**src/design/ple_pkg.sv**
```systemverilog
// ---------------------------------------------------------------------------
// Positional list engine package
// Field widths, command and status codes, and controller/datapath types.
// ---------------------------------------------------------------------------
package ple_pkg;

   localparam int VW = 32;
   localparam int PW = 6;

   typedef enum logic [1:0] {
      CMD_APPEND = 2'd0,
      CMD_INSERT = 2'd1,
      CMD_DELETE = 2'd2,
      CMD_READ   = 2'd3
   } cmd_type;

   typedef enum logic [1:0] {
      ST_OK     = 2'd0,
      ST_FULL   = 2'd1,
      ST_BADPOS = 2'd2,
      ST_EMPTY  = 2'd3
   } status_type;

   typedef enum logic {
      S_IDLE,
      S_READ
   } state_type;

   typedef enum logic [1:0] {
      DP_HOLD,
      DP_EXEC,
      DP_FIRST,
      DP_NEXT
   } dp_op_type;

   typedef struct packed {
      dp_op_type op;
   } dp_cmd_type;

   typedef struct packed {
      logic read_multi;
      logic single_entry;
      logic at_last;
   } dp_stat_type;

endpackage

```
**src/design/ple_datapath.sv**
```systemverilog
// ---------------------------------------------------------------------------
// Positional list engine datapath
// Shifting cell row, entry count, read out index and response registers.
// ---------------------------------------------------------------------------
module ple_datapath
   import ple_pkg::*;
#(
   parameter int CAPACITY = 32
) (
   input  logic                 clock,
   input  logic                 reset,
   input  logic [1:0]           req_cmd,
   input  logic [PW-1:0]        req_position,
   input  logic signed [VW-1:0] req_item_value,
   input  dp_cmd_type           dp_cmd,
   output dp_stat_type          dp_stat,
   output logic signed [VW-1:0] rsp_result_value,
   output logic [1:0]           rsp_status,
   output logic [PW-1:0]        rsp_list_length,
   output logic                 rsp_last_of_run
);

   localparam int CW = $clog2(CAPACITY + 1);
   localparam int XW = ((CW > PW) ? CW : PW) + 1;

   logic [VW-1:0] cell_ff [CAPACITY];
   logic [VW-1:0] cell_in [CAPACITY];
   logic [CW-1:0] count_ff, count_in;
   logic [CW-1:0] idx_ff, idx_in, idx_cur;
   logic [XW-1:0] count_x, pos_x, slot_x;
   logic          full, do_insert, do_delete, do_rotate;
   status_type    exec_status;

   logic [VW-1:0] value_ff, value_in;
   status_type    status_ff, status_in;
   logic [PW-1:0] length_ff, length_in;
   logic          last_ff, last_in;

   assign full      = (count_ff == CW'(CAPACITY));
   assign count_x   = XW'(count_ff);
   assign pos_x     = XW'(req_position);
   assign do_rotate = (dp_cmd.op == DP_FIRST) || (dp_cmd.op == DP_NEXT);
   assign idx_cur   = (dp_cmd.op == DP_FIRST) ? '0 : idx_ff;

   always_comb begin
      do_insert   = 1'b0;
      do_delete   = 1'b0;
      slot_x      = count_x;
      exec_status = ST_OK;
      case (cmd_type'(req_cmd))
         CMD_APPEND: begin
            if (full) exec_status = ST_FULL;
            else do_insert = 1'b1;
         end
         CMD_INSERT: begin
            if (full) begin
               exec_status = ST_FULL;
            end else if (pos_x == '0) begin
               exec_status = ST_BADPOS;
            end else begin
               do_insert = 1'b1;
               if ((pos_x - XW'(1)) < count_x) slot_x = pos_x - XW'(1);
            end
         end
         CMD_DELETE: begin
            slot_x = pos_x - XW'(1);
            if (count_ff == '0) exec_status = ST_EMPTY;
            else if (pos_x == '0 || pos_x > count_x) exec_status = ST_BADPOS;
            else do_delete = 1'b1;
         end
         CMD_READ: exec_status = ST_EMPTY;
         default: exec_status = ST_OK;
      endcase
      if (dp_cmd.op != DP_EXEC) begin
         do_insert = 1'b0;
         do_delete = 1'b0;
      end
   end

   for (genvar i = 0; i < CAPACITY; i++) begin : g_cell
      logic [VW-1:0] lower, upper;
      logic [XW-1:0] pos_i;
      if (i > 0) begin : g_lower
         assign lower = cell_ff[i-1];
      end else begin : g_lower0
         assign lower = '0;
      end
      if (i < CAPACITY - 1) begin : g_upper
         assign upper = cell_ff[i+1];
      end else begin : g_upper0
         assign upper = '0;
      end
      assign pos_i = XW'(i);
      always_comb begin
         cell_in[i] = cell_ff[i];
         if (do_insert) begin
            if (pos_i == slot_x) cell_in[i] = req_item_value;
            else if (pos_i > slot_x && pos_i <= count_x) cell_in[i] = lower;
         end else if (do_delete) begin
            if (pos_i >= slot_x && (pos_i + XW'(1)) < count_x) cell_in[i] = upper;
         end else if (do_rotate) begin
            if ((pos_i + XW'(1)) < count_x) cell_in[i] = upper;
            else if ((pos_i + XW'(1)) == count_x) cell_in[i] = cell_ff[0];
         end
      end
   end

   always_comb begin
      count_in = count_ff;
      if (do_insert) count_in = count_ff + CW'(1);
      else if (do_delete) count_in = count_ff - CW'(1);
      idx_in    = do_rotate ? idx_cur + CW'(1) : idx_ff;
      value_in  = value_ff;
      status_in = status_ff;
      length_in = length_ff;
      last_in   = last_ff;
      if (dp_cmd.op == DP_EXEC) begin
         value_in  = '0;
         status_in = exec_status;
         length_in = PW'(count_in);
         last_in   = 1'b1;
      end else if (do_rotate) begin
         value_in  = cell_ff[0];
         status_in = ST_OK;
         length_in = PW'(count_ff);
         last_in   = ((idx_cur + CW'(1)) == count_ff);
      end
   end

   always_ff @(posedge clock) begin
      cell_ff   <= cell_in;
      value_ff  <= value_in;
      status_ff <= status_in;
      length_ff <= length_in;
      last_ff   <= last_in;
      if (reset) begin
         count_ff <= '0;
         idx_ff   <= '0;
      end else begin
         count_ff <= count_in;
         idx_ff   <= idx_in;
      end
   end

   assign dp_stat.read_multi   = (cmd_type'(req_cmd) == CMD_READ) && (count_ff != '0);
   assign dp_stat.single_entry = (count_ff == CW'(1));
   assign dp_stat.at_last      = ((idx_ff + CW'(1)) == count_ff);

   assign rsp_result_value = value_ff;
   assign rsp_status       = status_ff;
   assign rsp_list_length  = length_ff;
   assign rsp_last_of_run  = last_ff;

endmodule

```
**src/design/ple_controller.sv**
```systemverilog
// ---------------------------------------------------------------------------
// Positional list engine controller
// Sequences commands and read out, and owns both channel handshakes.
// ---------------------------------------------------------------------------
module ple_controller
   import ple_pkg::*;
(
   input  logic        clock,
   input  logic        reset,
   input  logic        req_valid,
   output logic        req_stall,
   output logic        rsp_valid,
   input  logic        rsp_stall,
   output dp_cmd_type  dp_cmd,
   input  dp_stat_type dp_stat
);

   state_type state_ff, state_in;
   logic      rsp_valid_ff, rsp_valid_in;
   logic      can_load;

   assign can_load = !rsp_valid_ff || !rsp_stall;

   always_comb begin
      state_in     = state_ff;
      dp_cmd.op    = DP_HOLD;
      req_stall    = 1'b1;
      rsp_valid_in = rsp_valid_ff && rsp_stall;
      case (state_ff)
         S_IDLE: begin
            req_stall = !can_load;
            if (req_valid && can_load) begin
               rsp_valid_in = 1'b1;
               if (dp_stat.read_multi) begin
                  dp_cmd.op = DP_FIRST;
                  if (!dp_stat.single_entry) state_in = S_READ;
               end else begin
                  dp_cmd.op = DP_EXEC;
               end
            end
         end
         S_READ: begin
            if (can_load) begin
               dp_cmd.op    = DP_NEXT;
               rsp_valid_in = 1'b1;
               if (dp_stat.at_last) state_in = S_IDLE;
            end
         end
         default: state_in = S_IDLE;
      endcase
   end

   always_ff @(posedge clock) begin
      if (reset) begin
         state_ff     <= S_IDLE;
         rsp_valid_ff <= 1'b0;
      end else begin
         state_ff     <= state_in;
         rsp_valid_ff <= rsp_valid_in;
      end
   end

   assign rsp_valid = rsp_valid_ff;

endmodule

```
**src/design/positional_list_engine.sv**
```systemverilog
// ---------------------------------------------------------------------------
// Positional list engine
// Ordered list of signed 32-bit values with append, insert, delete, read out.
// ---------------------------------------------------------------------------
// A request beat carries req_cmd, req_position (1-based) and req_item_value.
// Append, insert and delete each give one response beat with status and the
// new list length; read out gives one beat per stored entry, first to last,
// with rsp_last_of_run on the final one (an empty list gives one beat with
// the empty status).
// The first response beat is registered in the cycle after the request
// beat. The cell row shifts by one place for append, insert and delete,
// so the engine can take a new request after each of them; read out
// steps through the entries by rotating the cell row through its head
// cell, and no request is taken meanwhile.
// Reset empties the list at once; no clearing pass is needed.
// When the receiver stalls, the response register holds its beat, read out
// pauses, and req_stall rises until the held beat is taken.
// ---------------------------------------------------------------------------
module positional_list_engine
   import ple_pkg::*;
#(
   parameter int CAPACITY = 32
) (
   input  logic                 clock,
   input  logic                 reset,
   input  logic                 req_valid,
   output logic                 req_stall,
   input  logic [1:0]           req_cmd,
   input  logic [PW-1:0]        req_position,
   input  logic signed [VW-1:0] req_item_value,
   output logic                 rsp_valid,
   input  logic                 rsp_stall,
   output logic signed [VW-1:0] rsp_result_value,
   output logic [1:0]           rsp_status,
   output logic [PW-1:0]        rsp_list_length,
   output logic                 rsp_last_of_run
);

   dp_cmd_type  dp_cmd;
   dp_stat_type dp_stat;

   ple_controller u_ctrl (
      .clock     (clock),
      .reset     (reset),
      .req_valid (req_valid),
      .req_stall (req_stall),
      .rsp_valid (rsp_valid),
      .rsp_stall (rsp_stall),
      .dp_cmd    (dp_cmd),
      .dp_stat   (dp_stat)
   );

   ple_datapath #(
      .CAPACITY (CAPACITY)
   ) u_dp (
      .clock            (clock),
      .reset            (reset),
      .req_cmd          (req_cmd),
      .req_position     (req_position),
      .req_item_value   (req_item_value),
      .dp_cmd           (dp_cmd),
      .dp_stat          (dp_stat),
      .rsp_result_value (rsp_result_value),
      .rsp_status       (rsp_status),
      .rsp_list_length  (rsp_list_length),
      .rsp_last_of_run  (rsp_last_of_run)
   );

endmodule

```
**config.mk**
```make
export PLATFORM = sky130hd
export DESIGN_NAME = positional_list_engine
export DESIGN_NICKNAME = d
export VERILOG_FILES = /design/src/design/ple_pkg.sv /design/src/design/ple_datapath.sv /design/src/design/ple_controller.sv /design/src/design/positional_list_engine.sv
export SDC_FILE = /design/constraint.sdc
export NUM_CORES = 2
export LEC_CHECK = 0
export BUFFER_PORTS_ARGS = -buffer_cell sky130_fd_sc_hd__buf_2
export CELL_PAD_IN_SITES_DETAIL_PLACEMENT = 0
export CELL_PAD_IN_SITES_GLOBAL_PLACEMENT = 2
export CORE_MARGIN = 4
export CORE_UTILIZATION = 48
export DETAILED_ROUTE_END_ITERATION = 10
export GPL_TIMING_DRIVEN = 0
export HOLD_SLACK_MARGIN = 0.08
export MAX_ROUTING_LAYER = met4
export PLACE_DENSITY = 0.83
export SLEW_MARGIN = 20
export SYNTH_ARGS = -nofsm -noshare
export SYNTH_HDL_FRONTEND = slang
export SYNTH_SLANG_ARGS = --single-unit
```
**constraint.sdc**
```tcl
create_clock -name clock -period 23.4 [get_ports clock]
set_input_delay 0 -clock clock [delete_from_list [all_inputs] [get_ports clock]]
set_output_delay 0 -clock clock [all_outputs]
set_load 0.01 [all_outputs]
```
=== After elaboration in Yosys (flattened, before gate mapping) ===
Cells that the tools add are included.

* Bits of input ports: 44
* Output and inout port bits: 43
* Register bits after elaboration: 1,079
* Logic and storage cells: 752

* Eq/ne operators: 137
* Muxes and demuxes: 295
* Bitwise logic cells: 1
* Add/subtract/negate cells: 5
* Order comparisons: 130
* Reduce and logical (&&, ||, !) cells: 144

{| class="wikitable"
|+ Operators with widths
! cell !! number
|-
| 32-bit two-way mux || 255
|-
| 4-bit AND reduction || 32
|-
| 4-bit nonzero test || 31
|-
| 5-bit by 7-bit == test with 1-bit output (first input constant) || 16
|-
| 5-bit by 7-bit greater-or-equal comparator with 1-bit output (first input constant) || 16
|-
| 5-bit by 7-bit > comparator with 1-bit output (first input constant) || 16
|-
| 5-bit by 6-bit == test with 1-bit output (first input constant) || 16
|-
| 5-bit by 6-bit less-or-equal comparator with 1-bit output (first input constant) || 16
|-
| 5-bit by 6-bit < comparator with 1-bit output (first input constant) || 16
|-
| 3-bit by 2-bit inequality test with 1-bit output (second input constant) || 32
|-
| 3-bit inequality test (second input constant) || 32
|-
| 1-bit logical AND || 67
|-
| 4-bit by 7-bit == test with 1-bit output (first input constant) || 8
|-
| 4-bit by 7-bit greater-or-equal comparator with 1-bit output (first input constant) || 8
|-
| 4-bit by 7-bit > comparator with 1-bit output (first input constant) || 8
|-
| 4-bit by 6-bit == test with 1-bit output (first input constant) || 8
|-
| 4-bit by 6-bit less-or-equal comparator with 1-bit output (first input constant) || 8
|-
| 4-bit by 6-bit < comparator with 1-bit output (first input constant) || 8
|-
| 6-bit two-way mux || 5
|-
| 3-bit by 7-bit == test with 1-bit output (first input constant) || 4
|-
| 3-bit by 7-bit greater-or-equal comparator with 1-bit output (first input constant) || 4
|-
| 3-bit by 7-bit > comparator with 1-bit output (first input constant) || 4
|-
| 3-bit by 6-bit == test with 1-bit output (first input constant) || 4
|-
| 3-bit by 6-bit less-or-equal comparator with 1-bit output (first input constant) || 4
|-
| 41 further kinds || 94
|}

=== Logic depth before layout (Yosys ltp) ===
* Depth after elaboration: 11
* Depth in mapped cells: 17

=== Hierarchy ===
A second synthesis with hierarchy kept.

* Cells, all modules: 6,541
* Area, all modules: 67,163.2 um2

{| class="wikitable"
|+ Modules (own cells, without submodules)
! module !! sequential area each (um2) !! area each (um2) !! times used !! cells an instance
|-
| ple_datapath || 31,890.6 || 67,050.6 || 1 || 6,529
|-
| ple_controller || 40.0 || 112.6 || 1 || 12
|}

=== Worst setup path before layout ===
OpenSTA, ideal clock, no wires.

* Path kind: input -> register
* From: in req_position[0]
* To: reg u_dp.cell_ff (netlist bit u_dp.g_cell[13].upper[0]), enable pin
* Arrival time: 8.296 ns
* Data required time: 22.806 ns
* Library setup time: 0.594 ns
* Slack: 14.510 ns
* Stages on the path: 14
* Cell sequence: inv_1 -> ha_1 -> or3b_4 -> xnor2_1 -> ha_1 -> a21oi_1 -> o22ai_4 -> nor4_4 -> o32a_1 -> nand3_1 -> buf_2 -> a21oi_1 -> o21ai_0 -> a2111oi_0

* Word-level cells in the longest chain between the ends: 10
* Elaborated cells on any way between the ends: 27
* Those cells by class: add/sub: 1; order compare: 4; eq/ne: 3; mux: 12; reduce/logical: 7

{| class="wikitable"
|+ Ends and longest elaborated chain
! element !! line !! source
|-
| start, declared || positional_list_engine.sv:29 || <nowiki>input logic [PW-1:0] req_position,</nowiki>
|-
| 6-bit by 1-bit subtractor with 7-bit output || ple_datapath.sv:62, ple_datapath.sv:66 ||
|-
| 7-bit by 6-bit < comparator with 1-bit output || ple_datapath.sv:62 || <nowiki>if ((pos_x - XW'(1)) < count_x) slot_x = pos_x - XW'(1);</nowiki>
|-
| 7-bit two-way mux || ple_datapath.sv:62 ||
|-
| 7-bit two-way mux || ple_datapath.sv:58 || <nowiki>end else if (pos_x == '0) begin</nowiki>
|-
| 7-bit two-way mux || ple_datapath.sv:56 || <nowiki>if (full) begin</nowiki>
|-
| 7-bit one-hot mux with 2 select lines || ple_datapath.sv:50 || <nowiki>case (cmd_type'(req_cmd))</nowiki>
|-
| 4-bit by 7-bit > comparator with 1-bit output or 4-bit by 7-bit greater-or-equal comparator with 1-bit output (tied branches) || ple_datapath.sv:98, ple_datapath.sv:100 ||
|-
| 1-bit logical AND (on tied branches) || ple_datapath.sv:98, ple_datapath.sv:100 ||
|-
| 3-bit inequality test (no line) or 3-bit by 2-bit inequality test with 1-bit output (tied branches) || -- ||
|-
| 4-bit AND reduction (no line) (*) || -- ||
|-
| end signal, assigned || ple_datapath.sv:131 || <nowiki>cell_ff <= cell_in;</nowiki>
|-
| end, declared || ple_datapath.sv:26 || <nowiki>logic [VW-1:0] cell_ff [CAPACITY];</nowiki>
|}

Mark *: on every way between the ends. The rest lies on a longest branch, timed or not.
A chain may end at the register's enable or synchronous reset.

=== Final worst setup path ===
* From: reg u_dp.count_ff[5]
* To: reg u_dp.cell_ff (netlist bit u_dp.g_cell[20].upper[15]), enable pin

* Word-level cells in the longest chain between the ends: 9
* Elaborated cells on any way between the ends: 39
* Those cells by class: order compare: 6; eq/ne: 8; mux: 15; reduce/logical: 10

{| class="wikitable"
|+ Ends and longest elaborated chain
! element !! line !! source
|-
| start, declared || ple_datapath.sv:28 || <nowiki>logic [CW-1:0] count_ff, count_in;</nowiki>
|-
| start signal, assigned || ple_datapath.sv:140 || <nowiki>count_ff <= count_in;</nowiki>
|-
| 7-bit by 6-bit < comparator with 1-bit output or 6-bit nonzero test (tied branches) || ple_datapath.sv:62, ple_datapath.sv:145 ||
|-
| 7-bit two-way mux or 1-bit logical AND (tied branches) || ple_datapath.sv:62, ple_datapath.sv:145 ||
|-
| 7-bit two-way mux or 2-bit two-way mux (tied branches) || ple_datapath.sv:58, ple_controller.sv:34 ||
|-
| 7-bit two-way mux or 2-bit two-way mux (tied branches) || ple_datapath.sv:56, ple_controller.sv:32 ||
|-
| 7-bit one-hot mux with 2 select lines or 2-bit one-hot mux with 2 select lines (tied branches) || ple_datapath.sv:50, ple_controller.sv:29 ||
|-
| 5-bit by 7-bit > comparator with 1-bit output, or another cell as far along || ple_datapath.sv:98 || <nowiki>else if (pos_i > slot_x && pos_i <= count_x) cell_in[i] = lower;</nowiki>
|-
| 1-bit logical AND, or another cell as far along || ple_datapath.sv:98 ||
|-
| 3-bit inequality test (no line), or another cell as far along || -- ||
|-
| 4-bit AND reduction (no line) (*) || -- ||
|}

Marks and branches as above.

==> summary.txt <==
Outcome
  – Outcome: completed

Floorplanning
  – Starting Density: 48.5%
  – Site Rows: 136
  – Core area: 138000 sq um
  – Die span in x: 382 um
  – Die footprint: 146000 sq um
  – Io pins: 87
  – Chip height: 382 um

CTS
  – Clk buf depth: 3
  – H-tree Lvls: 4
  – Worst-skew pair later-pin latency: 0.81 ns
  – CTS tree: built
  – TritonCTS Sinks: 1079
  – Num CTS Buffers: 133
  – Clock root cell: clkbuf_16
  – CTS clk-pin slew, worst paths: 0.06 ns

Place
  – HPWL Detailed: 257 mm
  – Setup WS pre-CTS: 15.74 ns
  – Port Buffers: 86
  – GP Congestion: 1.05
  – Placed Cells: 7948

STA
  – Max-slew violations: 0
  – Period utilisation layout: 34.9%
  – Pin slew with the least headroom to its limit: 1.37 ns
  – Setup TNS Final: 0 ns
  – Clock skew: 0.0414 ns
  – Unrepaired setup endpoints after global routing: false
  – Fmax: 122 MHz
  – Final Critical Period: 8.18 ns
  – Relative slew slack: 8.12%
  – Setup-failing EPs final: 0
  – Final hold vios: 0
  – Final worst slack: 15.22 ns

Synthesis
  – Mean Syn Cell Area: 11.5 sq um
  – Synth unique cells: 88
  – Post-synthesis simple-gate area fraction: 7.30%
  – Post-Synthesis Cells: 5845
  – Syn Nets: 5912
  – XOR/XNOR Fraction of Synth Area: 0.261%
  – Dominant cell type by area after synthesis: edfxtp_1
  – YS warnings: 0
  – Mux cell area share after synthesis: 28.2%
  – Synth Area in Compound Gates: 12.0%
  – Share of the synthesized area in the top cell type: 46.2%
  – Register area share after synthesis: 47.6%
  – Area contributors post-synth: edfxtp_1 46%, mux2i_1 25%, mux2_2 2.7%
  – Main combinational cell family by area after synthesis: multiplexers
  – Post-synth ARST share: 0%
  – Post-synthesis instance area: 67100 sq um
  – EDFF count, synth: 1032
  – Most common flop cell mapped by yosys: edfxtp_1
  – Number of synthesized register bits: 1079
  – Synthesized-area fraction occupied by adder cells: 0.429%

Finish
  – # nets final: 6330
  – Fillers: 12.3k
  – Final std cells w/o fill: 8250
  – Area Overhead vs Synth: 14.7%
  – Share of layout cells above drive strength 1: 15.2%
  – Final Core Density: 55.7%

Worst setup path
  – Reg2Reg Capture Point: u_dp.g_cell[20].upper[15]$_DFFE_PP_
  – Crit Path Class: flop to flop
  – FF-to-FF setup slack: 15.22 ns
  – Worst path required time: 23.91 ns
  – Critical Path AT: 8.69 ns
  – CP startpoint: u_dp.count_ff[5]$_SDFF_PP0_
  – Worst setup EP type: flop
  – Startpoint class of the critical path: flop
  – CP endpoint: u_dp.g_cell[20].upper[15]$_DFFE_PP_
  – R2R cell count: 18
  – Crit path max fanout: 11
  – Worst r2r src: u_dp.count_ff[5]$_SDFF_PP0_

Global routing
  – Vias in the first global route: 56.6k
  – First-pass GRT wire length: 469 mm
  – Total gr overflow: 0
  – Total Routing Usage GR: 48.0%
  – Initial antenna violation count: 18
  – Largest net degree at the start of global routing: 19

Routing
  – DRT Pass-1 Iters: 8
  – Via count: 59.0k
  – Initial detailed-routing violation count: 9216
  – Antenna Nets Post-Route: 0
  – Routed WL: 353 mm
  – Via density: 7.15
  – Per-cell routed wire length: 42.8 um
  – DRC errors left: 0

Power and ir drop
  – Worst vdd ir: 0.0563 mV
  – Leakage: 30.5 nW
  – Pwr/cell area: 69.1 nW/um^2

Min path
  – Worst min path class: input port to flop

Flow run
  – Maxcap violations: 0
-- metrics by stage --
step	hold WS, ns	instance area (sq um)	power [mW]
finish	0.137	76900	5.32
global route	0.172	76900	5.39
CTS	0.112	76800	5.25
detailed placement	0.247	72200	3.20
global placement	0.251	69800	3.16
floorplan	0.0716	67100	2.79
-- cell families after synthesis --
| kind of cell | Yosys count |
|---|---|
| XOR/XNOR | 20 |
| AO/OA/AOI/OAI | 1131 |
| buffers and inverters | 662 |
| AND/OR/NAND/NOR | 1073 |
| multiplexers | 1857 |
| adder cells (fa/ha/maj) | 23 |
| flip-flops | 1079 |
-- worst max-delay path: stages (launching register included) --
cell	delay [ns]
dfxtp_1	0.31
clkbuf_1	0.73
inv_2	0.32
clkbuf_1	0.50
ha_1	0.48
nand3_1	0.08
a21oi_1	0.65
o41a_1	0.31
a21oi_1	0.15
nor3_1	0.62
nand3b_1	0.70
clkbuf_1	0.62
a222oi_1	0.85
buf_2	0.30
buf_2	0.20
buf_2	0.23
clkdlybuf4s18_2	0.29
buf_2	0.22
clkdlybuf4s15_2	0.28
-- where the power goes --
group	total, mW	internal, mW	switching [mW]
clock	2.09	1.16	0.936
combinational	0.926	0.284	0.642
sequential	2.30	2.25	0.0497
-- routing by layer --
metal | global-route usage (%) | vias to the layer above | part of all wire (%) | wire (um)
met5 | - | - | 0 | 0
met4 | 32.0 | 0 | 8.2 | 29100
met3 | 18.3 | 1253 | 14 | 49700
met2 | 66.5 | 4970 | 41 | 145000
met1 | 57.9 | 29500 | 37 | 129000
li1 | - | 23200 | - | -
-- cells in the final DEF (no fill, tap or decap), types with 127 or more instances in the layout --
| cell | count |
|---|---|
| a211oi_1 | 129 |
| a21oi_1 | 218 |
| a22o_1 | 127 |
| buf_2 | 294 |
| clkbuf_1 | 402 |
| clkbuf_16 | 136 |
| edfxtp_1 | 1032 |
| mux2_2 | 160 |
| mux2i_1 | 1664 |
| nand2_1 | 465 |
| nor2_1 | 215 |
| o21ai_0 | 170 |
-- Yosys cell counts, types with 5 or more instances --
cell,number
a31oi_1,71
o31a_1,5
a211oi_1,134
and3_1,5
nor3_2,6
mux2i_1,1664
ha_1,23
a22oi_1,7
buf_6,6
a21o_1,36
nor2_1,226
buf_1,41
nand3_1,65
a21oi_2,30
edfxtp_1,1032
nor4_1,7
nor2b_1,101
o211ai_1,8
o21ai_0,172
dfxtp_1,47
nor3_1,120
a22o_1,127
a221oi_1,103
o22ai_1,10
xor2_1,6
clkbuf_1,413
mux2_2,160
xnor2_1,14
buf_4,18
o32ai_1,5
mux2_4,29
inv_1,23
and2_1,40
o311a_1,97
a21oi_1,225
nand2b_1,5
nand2_1,466
o21ai_1,46
buf_2,159
-- sequential cells by signal, indices dropped and copies added, names as in the netlist, 2 cells and up --
register	flops
u_dp.g_cell.upper	928
u_dp.g_cell.lower	96
u_dp.rsp_result_value	32
u_dp.count_ff	6
u_dp.idx_ff	6
u_dp.rsp_list_length	6
u_dp.rsp_status	2
-- what timing repair did --
item,CTS,global route
endpoints found under the hold margin,282,0
gates resized for setup,0,0
hold buffers,42,0
buffers inserted,0,0
-- how the worst min path moves through the flow --
stage | cells after the start | slack (ns) | to | startpoint
global route | 7 | 0.17 | u_dp.rsp_status[1]$_SDFFCE_PP0P_ | req_position[3]
finish | 7 | 0.14 | u_dp.rsp_status[1]$_SDFFCE_PP0P_ | req_position[3]
detailed placement | 2 | 0.25 | u_dp.count_ff[0]$_SDFF_PP0_ | reset
global placement | 2 | 0.25 | u_dp.count_ff[0]$_SDFF_PP0_ | reset
floorplan | 1 | 0.07 | u_dp.count_ff[0]$_SDFF_PP0_ | reset
CTS | 7 | 0.11 | u_dp.rsp_status[1]$_SDFFCE_PP0P_ | req_position[3]
-- final cells by class --
class | count | area [sq um] | area share (%)
Inverter | 25 | 93.8 | 0.122
Clock inverter | 57 | 519 | 0.675
Buffer | 637 | 2770 | 3.60
Clock buffer | 183 | 3690 | 4.80
Tap cell | 1863 | 2330 | 3.03
Timing Repair Buffer | 283 | 2730 | 3.55
Antenna cell | 19 | 47.5 | 0.0618
Sequential cell | 1079 | 31900 | 41.5
Multi-Input combinational cell | 4104 | 32800 | 42.7
Note: power is estimated with default switching activity, not from simulation.
